$ cat src/rtl/vwfd_pkg.sv
// Shared types, constants and helpers of the video write queue.
package vwfd_pkg;

	localparam int QUEUE_DEPTH   = 4;
	localparam int ENTRY_LATENCY = 2;
	localparam int DELAY_W       = 2;

	// Command codes
	localparam logic [1:0] CMD_PUSH  = 2'd0;
	localparam logic [1:0] CMD_TICK  = 2'd1;
	localparam logic [1:0] CMD_DRAIN = 2'd2;

	// Destination codes
	localparam logic [3:0] DEST_VRAM_READ = 4'd0;
	localparam logic [3:0] DEST_VRAM      = 4'd1;
	localparam logic [3:0] DEST_CRAM      = 4'd3;
	localparam logic [3:0] DEST_VSRAM     = 4'd5;

	// Memory select codes
	localparam logic [1:0] MEM_SEL_VRAM  = 2'd0;
	localparam logic [1:0] MEM_SEL_CRAM  = 2'd1;
	localparam logic [1:0] MEM_SEL_VSRAM = 2'd2;

	localparam logic [1:0] DMA_MODE_FILL = 2'd2;

	typedef struct packed {
		logic [1:0]  command;
		logic [3:0]  write_target;
		logic [16:0] write_address;
		logic [15:0] write_word;
		logic        dma_busy;
		logic        dma_preloading;
		logic        command_pending;
		logic [1:0]  dma_mode;
	} in_item_t;

	typedef struct packed {
		logic        push_accepted;
		logic        drain_worked;
		logic        mem_write_valid;
		logic [1:0]  mem_select;
		logic [16:0] mem_address;
		logic [15:0] mem_data;
		logic        fill_capture_valid;
		logic [15:0] fill_data;
		logic        queue_empty;
		logic        queue_full;
	} out_item_t;

	typedef struct packed {
		logic [3:0]         dest;
		logic [16:0]        addr;
		logic [15:0]        word;
		logic               hi_pending;
		logic               lo_pending;
		logic [DELAY_W-1:0] delay;
	} slot_t;

	typedef slot_t [QUEUE_DEPTH-1:0] slot_vec_t;

	function automatic logic slot_empty(input slot_t s);
		return !s.hi_pending && !s.lo_pending;
	endfunction

endpackage

$ cat src/rtl/vwfd_step.sv
// One-pass update of the queue slots and result for a single command.
module vwfd_step import vwfd_pkg::*; (
	input  slot_vec_t slots,
	input  in_item_t  item,
	input  logic      vram_byte_mode,
	output slot_vec_t slots_next,
	output out_item_t res
);

	slot_t head;
	logic  found;
	logic  do_shift;
	logic  real_write;

	always_comb begin
		slots_next = slots;
		res        = '0;
		head       = slots[0];
		found      = 1'b0;
		do_shift   = 1'b0;
		real_write = 1'b0;
		case (item.command)
			CMD_PUSH: begin
				if (slot_empty(slots[QUEUE_DEPTH-1])) begin
					// take the first free slot
					for (int i = 0; i < QUEUE_DEPTH; i++) begin
						if (!found && slot_empty(slots[i])) begin
							slots_next[i].dest       = item.write_target;
							slots_next[i].addr       = item.write_address;
							slots_next[i].word       = item.write_word;
							slots_next[i].hi_pending = 1'b1;
							slots_next[i].lo_pending = 1'b1;
							slots_next[i].delay      = DELAY_W'(ENTRY_LATENCY);
							found = 1'b1;
						end
					end
					res.push_accepted = 1'b1;
				end
			end
			CMD_TICK: begin
				for (int i = 0; i < QUEUE_DEPTH; i++) begin
					if (!slot_empty(slots[i]) && slots[i].delay != '0)
						slots_next[i].delay = slots[i].delay - 1'b1;
				end
			end
			CMD_DRAIN: begin
				if (!slot_empty(slots[0]) && slots[0].delay == '0 &&
				    !(item.dma_busy && item.dma_preloading)) begin
					res.drain_worked = 1'b1;
					real_write = (head.dest == DEST_VRAM);
					if ((head.dest == DEST_VRAM || head.dest == DEST_VRAM_READ) &&
					    !vram_byte_mode) begin
						if (head.lo_pending) begin
							// low byte first, hold the entry at the head
							head.lo_pending = 1'b0;
							if (real_write) begin
								res.mem_write_valid = 1'b1;
								res.mem_select      = MEM_SEL_VRAM;
								res.mem_address     = head.addr ^ 17'd1;
								res.mem_data        = {8'h00, head.word[7:0]};
							end
						end else begin
							head.hi_pending = 1'b0;
							if (real_write) begin
								res.mem_write_valid = 1'b1;
								res.mem_select      = MEM_SEL_VRAM;
								res.mem_address     = head.addr;
								res.mem_data        = {8'h00, head.word[15:8]};
							end
							do_shift = 1'b1;
						end
					end else begin
						if (head.dest == DEST_VRAM && vram_byte_mode) begin
							res.mem_write_valid = 1'b1;
							res.mem_select      = MEM_SEL_VRAM;
							res.mem_address     = head.addr | 17'd1;
							res.mem_data        = {8'h00, head.word[7:0]};
						end else if (head.dest == DEST_CRAM) begin
							res.mem_write_valid = 1'b1;
							res.mem_select      = MEM_SEL_CRAM;
							res.mem_address     = {1'b0, head.addr[16:1]};
							res.mem_data        = head.word;
						end else if (head.dest == DEST_VSRAM) begin
							res.mem_write_valid = 1'b1;
							res.mem_select      = MEM_SEL_VSRAM;
							res.mem_address     = {1'b0, head.addr[16:1]};
							res.mem_data        = head.word;
						end
						head.lo_pending = 1'b0;
						head.hi_pending = 1'b0;
						do_shift = 1'b1;
					end
					slots_next[0] = head;
					if (do_shift) begin
						// late fetch: take the second slot unless the head is VRAM
						if (item.command_pending && item.dma_mode == DMA_MODE_FILL) begin
							res.fill_capture_valid = 1'b1;
							res.fill_data = (head.dest == DEST_VRAM) ? head.word : slots[1].word;
						end
						for (int i = 0; i < QUEUE_DEPTH - 1; i++)
							slots_next[i] = slots[i+1];
						slots_next[QUEUE_DEPTH-1] = head;
					end
				end
			end
			default: begin
			end
		endcase
		res.queue_empty = slot_empty(slots_next[0]);
		res.queue_full  = !slot_empty(slots_next[QUEUE_DEPTH-1]);
	end

endmodule

$ cat src/rtl/video_write_fifo_drain.sv
// Top level of the video write queue: input register, slot state and result register.
//
// A request (push, tick or drain attempt) is taken at any clock edge with start high;
// busy never rises, so one request per cycle is sustained. Each request gives exactly
// one result, shown on result with result_valid high for one cycle. The request is
// held in the input register, then the one-pass update of the four queue slots loads
// the result register. The receiver cannot stall and must take every result in the
// cycle it appears. The byte mode register is written through cfg_valid/cfg_data
// (cfg_ready is always high) and applies to requests taken at the same edge as the
// write or later. Reset empties the queue and clears the byte mode.
module video_write_fifo_drain import vwfd_pkg::*; (
	input  logic      clk,
	input  logic      arst_n,
	input  logic      start,
	output logic      busy,
	input  in_item_t  item,
	input  logic      cfg_valid,
	output logic      cfg_ready,
	input  logic      cfg_data,
	output logic      result_valid,
	output out_item_t result
);

	in_item_t  item_s1;
	logic      valid_s1;
	slot_vec_t slots_q;
	slot_vec_t slots_next;
	logic      vram_byte_mode_q;
	out_item_t res_comb;
	out_item_t result_q;
	logic      result_valid_q;

	// Never hold off requests or configuration writes.
	assign busy      = 1'b0;
	assign cfg_ready = 1'b1;

	// Capture the request.
	always_ff @(posedge clk or negedge arst_n) begin
		if (!arst_n) begin
			valid_s1 <= 1'b0;
		end else begin
			valid_s1 <= start && !busy;
		end
	end

	always_ff @(posedge clk) begin
		if (start && !busy) begin
			item_s1 <= item;
		end
	end

	// Byte mode register.
	always_ff @(posedge clk or negedge arst_n) begin
		if (!arst_n) begin
			vram_byte_mode_q <= 1'b0;
		end else if (cfg_valid && cfg_ready) begin
			vram_byte_mode_q <= cfg_data;
		end
	end

	vwfd_step u_step (
		.slots          (slots_q),
		.item           (item_s1),
		.vram_byte_mode (vram_byte_mode_q),
		.slots_next     (slots_next),
		.res            (res_comb)
	);

	// Advance the slots; reset clears contents too, since a fill may read a stale word.
	always_ff @(posedge clk or negedge arst_n) begin
		if (!arst_n) begin
			slots_q <= '0;
		end else if (valid_s1) begin
			slots_q <= slots_next;
		end
	end

	// Result register: strobe for one cycle per request.
	always_ff @(posedge clk or negedge arst_n) begin
		if (!arst_n) begin
			result_valid_q <= 1'b0;
		end else begin
			result_valid_q <= valid_s1;
		end
	end

	always_ff @(posedge clk) begin
		if (valid_s1) begin
			result_q <= res_comb;
		end
	end

	assign result_valid = result_valid_q;
	assign result       = result_q;

	// Every accepted request yields its result through the input and result registers.
	a_result_follows: assert property (@(posedge clk) disable iff (!arst_n)
		start && !busy |-> ##2 result_valid)
		else $error("request without result");

	// Writes and fill captures only come from a drain step.
	a_write_needs_drain: assert property (@(posedge clk) disable iff (!arst_n)
		result_valid && (result.mem_write_valid || result.fill_capture_valid)
		|-> result.drain_worked)
		else $error("write or fill without drain step");

	// Occupied slots stay packed at the head.
	a_empty_not_full: assert property (@(posedge clk) disable iff (!arst_n)
		result_valid && result.queue_empty |-> !result.queue_full)
		else $error("queue empty and full at once");

	// An accepted push leaves the head occupied.
	a_push_fills_head: assert property (@(posedge clk) disable iff (!arst_n)
		result_valid && result.push_accepted |-> !result.queue_empty)
		else $error("accepted push left queue empty");

endmodule
$ cat config.mk
export PLATFORM = sky130hd
export DESIGN_NAME = video_write_fifo_drain
export DESIGN_NICKNAME = d
export VERILOG_FILES = /design/src/rtl/vwfd_pkg.sv /design/src/rtl/vwfd_step.sv /design/src/rtl/video_write_fifo_drain.sv
export SDC_FILE = /design/constraint.sdc
export NUM_CORES = 1
export LEC_CHECK = 0
export BUFFER_PORTS_ARGS = -buffer_cell sky130_fd_sc_hd__buf_2
export CORE_ASPECT_RATIO = 0.5
export CORE_MARGIN = 2
export CORE_UTILIZATION = 30
export CTS_BUF_LIST = sky130_fd_sc_hd__clkbuf_8
export DETAILED_ROUTE_END_ITERATION = 8
export GPL_ROUTABILITY_DRIVEN = 0
export PLACE_DENSITY_LB_ADDON = 0.08
export REMOVE_ABC_BUFFERS = 1
export SETUP_SLACK_MARGIN = 0.02
export SYNTH_ARGS = -nofsm -noshare
export SYNTH_HDL_FRONTEND = slang
export SYNTH_SLANG_ARGS = --single-unit
export TNS_END_PERCENT = 1
$ cat constraint.sdc
create_clock -name clk -period 3.1 [get_ports clk]
set_clock_uncertainty 0.2 [all_clocks]
set_input_delay 0.155 -clock clk [delete_from_list [all_inputs] [get_ports clk]]
set_output_delay 0.155 -clock clk [all_outputs]
set_load 0.02 [all_outputs]
== After elaboration in Yosys (flattened, before gate mapping) ==
Cells that the tools add are included.
W data, S select, Z words.

* Bits in registers: 268
* Output and inout bits: 60

* Multiplexer cells: 46
* Bitwise gates (word level): 1
* Equal/unequal tests: 17
* Add/sub/neg operators: 4
* Reduce and logical (&&, ||, !) cells: 62

{| class="wikitable"
|+ Operators by type and width
! operator !! count
|-
| $mux W164 || 3
|-
| $pmux W39 S2 || 4
|-
| $mux W36 || 7
|-
| $mux W41 || 4
|-
| $mux W54 || 1
|-
| $mux W17 || 2
|-
| $reduce_and A7 Y1 || 4
|-
| $pmux W2 S3 || 4
|-
| $reduce_and A6 Y1 || 4
|-
| $logic_not A1 Y1 || 22
|-
| $ne A2 B1 Y1 const B || 11
|-
| $logic_and A1 B1 Y1 || 19
|-
| $mux W16 || 1
|-
| $mux W1 || 15
|-
| $mux W2 || 5
|-
| $reduce_bool A2 Y1 || 5
|-
| $sub A2 B1 Y2 const B || 4
|-
| $eq A2 B2 Y1 const B || 2
|-
| $eq A4 B1 Y1 const B || 1
|-
| $eq A4 B2 Y1 const B || 1
|-
| $eq A4 B3 Y1 const B || 1
|-
| $logic_not A2 Y1 || 2
|-
| $logic_not A4 Y1 || 1
|-
| $reduce_and A4 Y1 || 1
|-
| other kinds (6) || 6
|}

== Longest topological paths before layout ==
* Word-level depth: 23
* Mapped depth: 11
* Depth with buffers taken out: 7

== Modules after synthesis ==
A second synthesis with hierarchy kept.

* Cells, all modules: 1239
* Area, all modules: 13489.2 um^2

{| class="wikitable"
|+ By module, submodules not included
! module !! area each (um^2) !! cells each !! instances
|-
| video_write_fifo_drain || 9327.7 || 455 || 1
|-
| vwfd_step || 4161.5 || 784 || 1
|}

== Worst setup path after synthesis ==
Ideal clock, no wire load.

* Path type: reg2reg
* From: reg valid_s1
* To: reg slots_q[121] (netlist bit)
* Data arrival time: 3.113 ns
* Slack: -0.340 ns
* Cell stages (with the launch flop): 7
* Period minus slack after synthesis: 3.440 ns
* Path through: dfrtp_1 inv_1 a21o_1 or3_1 buf_4 buf_4 mux2_1

* Longest elaborated chain between the ends: 1

{| class="wikitable"
|+ Ends and longest elaborated chain
! item !! line !! text
|-
| from (decl) || video_write_fifo_drain.sv:25 || <nowiki>logic valid_s1;</nowiki>
|-
| from (signal assigned) || video_write_fifo_drain.sv:42 || <nowiki>valid_s1 <= start && !busy;</nowiki>
|-
| $reduce_and A6 Y1 (no line) || - ||
|-
| to (signal assigned) || video_write_fifo_drain.sv:74 || <nowiki>slots_q <= slots_next;</nowiki>
|-
| to (decl) || video_write_fifo_drain.sv:26 || <nowiki>slot_vec_t slots_q;</nowiki>
|}

No other way between the ends.
A chain may end at the register's enable or synchronous reset.

== Worst setup path in the final report ==
* From: reg slots_q[2] (netlist bit)
* To: reg slots_q[106] (netlist bit)

* Longest elaborated chain between the ends: 14
* Elaborated cells on any way between the ends: 23
* Classes of those cells: eq/ne (3); mux (10); reduce/logical (10)

{| class="wikitable"
|+ Ends and longest elaborated chain
! item !! line !! text
|-
| $logic_not A1 Y1 || vwfd_pkg.sv:62 || <nowiki>return !s.hi_pending && !s.lo_pending;</nowiki>
|-
| $logic_and A1 B1 Y1 || vwfd_pkg.sv:62 ||
|-
| $mux W1 || vwfd_step.sv:27 || <nowiki>if (!found && slot_empty(slots[i])) begin</nowiki>
|-
| $mux W1 || vwfd_step.sv:24 || <nowiki>if (slot_empty(slots[QUEUE_DEPTH-1])) begin</nowiki>
|-
| $mux W1 || vwfd_step.sv:22 || <nowiki>case (item.command)</nowiki>
|-
| $logic_not A1 Y1 || vwfd_step.sv:27 ||
|-
| $logic_and A1 B1 Y1 || vwfd_step.sv:27 ||
|-
| $mux W1 || vwfd_step.sv:27 ||
|-
| $mux W1 || vwfd_step.sv:24 ||
|-
| $mux W1 || vwfd_step.sv:22 ||
|-
| $logic_not A1 Y1 || vwfd_step.sv:27 ||
|-
| $logic_and A1 B1 Y1 || vwfd_step.sv:27 ||
|-
| $ne A2 B1 Y1 (no line) || - ||
|-
| $reduce_and A6 Y1 (no line) * || - ||
|}

Mark *: on every way between the ends. The rest lies on a longest branch, timed or not. The select of a mux whose other input is x is not followed.

==> results by group <==
Outcome
  – Result of the run: completed

Yosys
  – Average instance area after synthesis: approximately 14 µm²
  – Prevailing post-synth register cell: dfrtp_1
  – Async set-reset flop share out of synthesis: 0.6231
  – Seq cells post-synth: 268
  – Number of distinct standard cells referenced by the synthesized netlist: 54
  – Compound-gate portion of the synthesized area: 0.1605
  – Xor/xnor share of the synthesized area: 0.001465
  – Largest family of logic cells by synthesized area: compound AO/OA/AOI/OAI gates
  – Area share of and/or/nand/nor cells after synthesis: 0.04060
  – Post-synth top area share: 0.3495
  – Cell type with the largest total area after synthesis: dfrtp_1
  – Top post-synthesis cells by area: dfrtp_1 35%, edfxtp_1 25%, mux2_2 14%, a22o_1 12%, nand2_1 1.4%
  – Post-synthesis cell count: 867
  – Number of flops mapped to enable cells by yosys: 101
  – Mux cell area share after synthesis: 0.1505
  – Yosys warning count: 0
  – Fraction of the mapped netlist area in adder cells: 0.008371
  – Post-synthesis sequential area ratio: 0.6031
  – Synthesized cell area: 11960 µm²

Floorplan
  – Number of standard-cell rows in the floorplan: 51
  – Core Region: between 30000 and 40000 µm²
  – Chip width: between 200 and 300 µm
  – Die Y-Extent: 145.2 µm
  – Initial Util: 0.3057
  – Die area: 41570 µm²
  – Number of ports placed on the die boundary: around 110

Pwr
  – Fraction of power consumed by sequential logic: 0.499
  – Largest vdd supply drop: 0.0001985 V
  – Net load switching power: 0.002495 W
  – Clock Power Share: 0.346
  – Leakage dissipation: 6.437 nW
  – Logic gate share of total power: 0.155
  – Power per unit of standard cell area: between 500 and 600 nW/µm²
  – Cell internal pwr: 0.006021 W
  – Switching power share of the total: 0.2930
  – Total Power: 0.008516 W

Worst setup path
  – Worst Path Arrival: 2.91 ns
  – Setup crit end kind: register
  – List of cells traversed by the critical path: o22ai_1 > o31ai_1 > o21ai_0 > or3_2 > buf_4 > mux2_2
  – Type of the worst setup path: register to register
  – Max stage delay cell, worst path: or3_2
  – Required arrival time at the worst endpoint: 3.34 ns
  – Critical path peak fanout: 11
  – Startpoint class of the critical path: register
  – Largest stage delay on the critical path: 0.66 ns
  – Cells on worst reg2reg path: 6

Placement
  – Instance area at placement: ~13000 µm²
  – Post-placement worst setup slack: 0.4467 ns
  – Port Buffers: 106
  – Placed wire-length estimate after detailed placement: around 19000 µm

STA
  – Relative max-transition margin: 0.3898
  – Maximum clock frequency: about 370 MHz
  – Smallest setup slack after layout: about 0.43 ns
  – Setup TNS: 0 ns
  – Final cycle utilization of the critical path: 0.8611
  – Minimum clock period after layout: 2.669 ns
  – Final hold vios: 0
  – Slew at the pin with the worst max-slew slack: 0.9153 ns
  – Setup Viol. Count Final: 0
  – Max Slew Vio Count: 0
  – Unrepaired setup endpoints after global routing: false

Final layout
  – Commonest cells after routing, fill and taps aside: 166 x dfrtp_1, 164 x a22o_1, 145 x mux2_2
  – Antenna Diode Count: 0
  – Fill cell instance count of the final layout: 3810
  – Count of nets after finishing: 1096
  – Post-route standard cell area excluding fillers: 14610 µm²
  – Share of cells above drive strength 1: 0.3355
  – Commonest non-fill, non-tap cell in the layout: dfrtp_1
  – Area added between synthesis and finish: 22.14%
  – Footprint of the flip-flops and latches: 7213 µm²
  – Combined area of the multi-input logic cells: 4382 µm²

Global route
  – Global route total overflow: 0
  – GRT Total Usage: 0.1597
  – Number of global-route vias before repair: 8599
  – Maximum number of pins on one net before global-route repair: just under 80
  – Global-route wire length before repair: 51580 µm
  – Antenna violations before repair: 0

Clocking
  – Clock Tree Buf Depth: 3
  – TritonCTS Buffers: 43
  – Count of buffers added by post-CTS timing repair for setup: 0
  – Number of sinks handled by clock tree synthesis: around 270
  – CTS Hold Bufs: 50
  – CTS resizes: 0
  – Later-pin clock latency in the skew report: ~0.57 ns
  – TritonCTS clock tree: done
  – CTS H-tree depth: 2
  – Clock Root Buffer: clkbuf_8
  – Clock-pin transition on the worst setup and hold timing paths: roughly 0.06 ns

Drt
  – Detail-routed via count per cell: 5.016
  – Vias after detailed routing: 8041
  – Post-Route WL: 32850 µm
  – First-iteration detailed-routing DRC count: 457
  – Final routed wire length divided by cell count: 20.49 µm
  – DRC viols: 0
  – Antenna-violating nets left: 0
  – First-pass iteration count of the detailed router: 4

Min path
  – Hold Path Cell Cnt: 2
  – Classification of the worst-slack hold path: input pin to register

Job
  – MaxCap Viol Count: 0
per-layer routing:
metal  global-route usage  part of all wire  vias to the layer above
met3              0.03066             0.039                       42
met5                    0                 0                        -
li1                     -                 -                     3658
met2               0.2585              0.47                      140
met4              0.03403             0.016                        0
met1               0.2220              0.48                     4201
Yosys cell counts, types with 2 or more instances:
library cell and count:
dfrtp_1 167, clkbuf_1 34, edfxtp_1 101, o31ai_1 2, nor2_1 23, nand2_1 46, or2_1 2, a211oi_1 3
o21a_1 2, mux2i_1 11, o21bai_1 2, nand3_1 2, a21oi_1 22, o21ai_0 7, nor3_1 8, inv_1 19
nand2b_1 3, a22oi_1 9, buf_6 6, a31oi_1 6, mux2_1 5, and2_1 9, o22ai_1 6, o22a_1 2
a22o_1 164, mux2_2 145, conb_1 2, or3_1 2, buf_2 21, ha_1 8, buf_4 5
worst max-delay path: cells and delay by family, from the launching register on:
| kind | cells | cell delay [ns] |
|---|---|---|
| compound gates | 3 | 0.67 |
| buf+inv | 1 | 0.27 |
| flops | 1 | 0.44 |
| mux | 1 | 0.28 |
| simple gates | 1 | 0.66 |
worst paths after layout:
path,slack (ns),end,start
worst max-delay path,0.43,slots_q[106],slots_q[2]
worst min-delay path,0.09,item_s1[40],item[40]
worst max register to register,0.43,slots_q[106],slots_q[2]
max in group asynchronous,0.96,slots_q[73],arst_n
worst min register to register,0.29,slots_q[162],slots_q[162]
min in group asynchronous,0.51,slots_q[34],arst_n
cells by family (layout without fill, tap and decap cells):
logic type / count (synthesis) / in the layout
xor gates and xnor gates: 2 / 2
muxes: 161 / 161
DFF: 268 / 268
adders and majority gates: 8 / 8
AOI/OAI and AO/OA: 236 / 236
and+or+nand+nor: 103 / 103
buffers and inverters: 87 / 293
other: 2 / 2
power groups by stage:
stage               registers, W  clock network, W  logic, W
floorplan                0.00429                 0  0.000702
global placement         0.00430                 0   0.00128
detailed placement       0.00431                 0   0.00129
CTS                      0.00424           0.00309   0.00135
global route             0.00429           0.00324   0.00146
finish                   0.00425           0.00295   0.00132
layout make-up:
class	count	share of cell area
flip-flops and latches	268	0.4939
multi-input cells	512	0.3000
repair buffers	194	0.09997
clock buffers	51	0.04806
well taps	530	0.04540
clock inverters	28	0.007539
inverters	20	0.005140
sequential cells by signal, summed over array words and instances (netlist names):
register,count
slots_q,164
result,57
valid_s1,1
result_valid,1
vram_byte_mode_q,1
item_s1,44
through the flow:
stage	util	hold WS (ns)	cells
floorplan	-	-0.3406	800
global placement	0.3398	0.02758	1474
detailed placement	0.3398	0.03014	1474
CTS	0.3734	0.04049	1603
global route	0.3734	0.06383	1603
finish	0.3734	0.09036	1603
(Power assumes the default switching activity.)
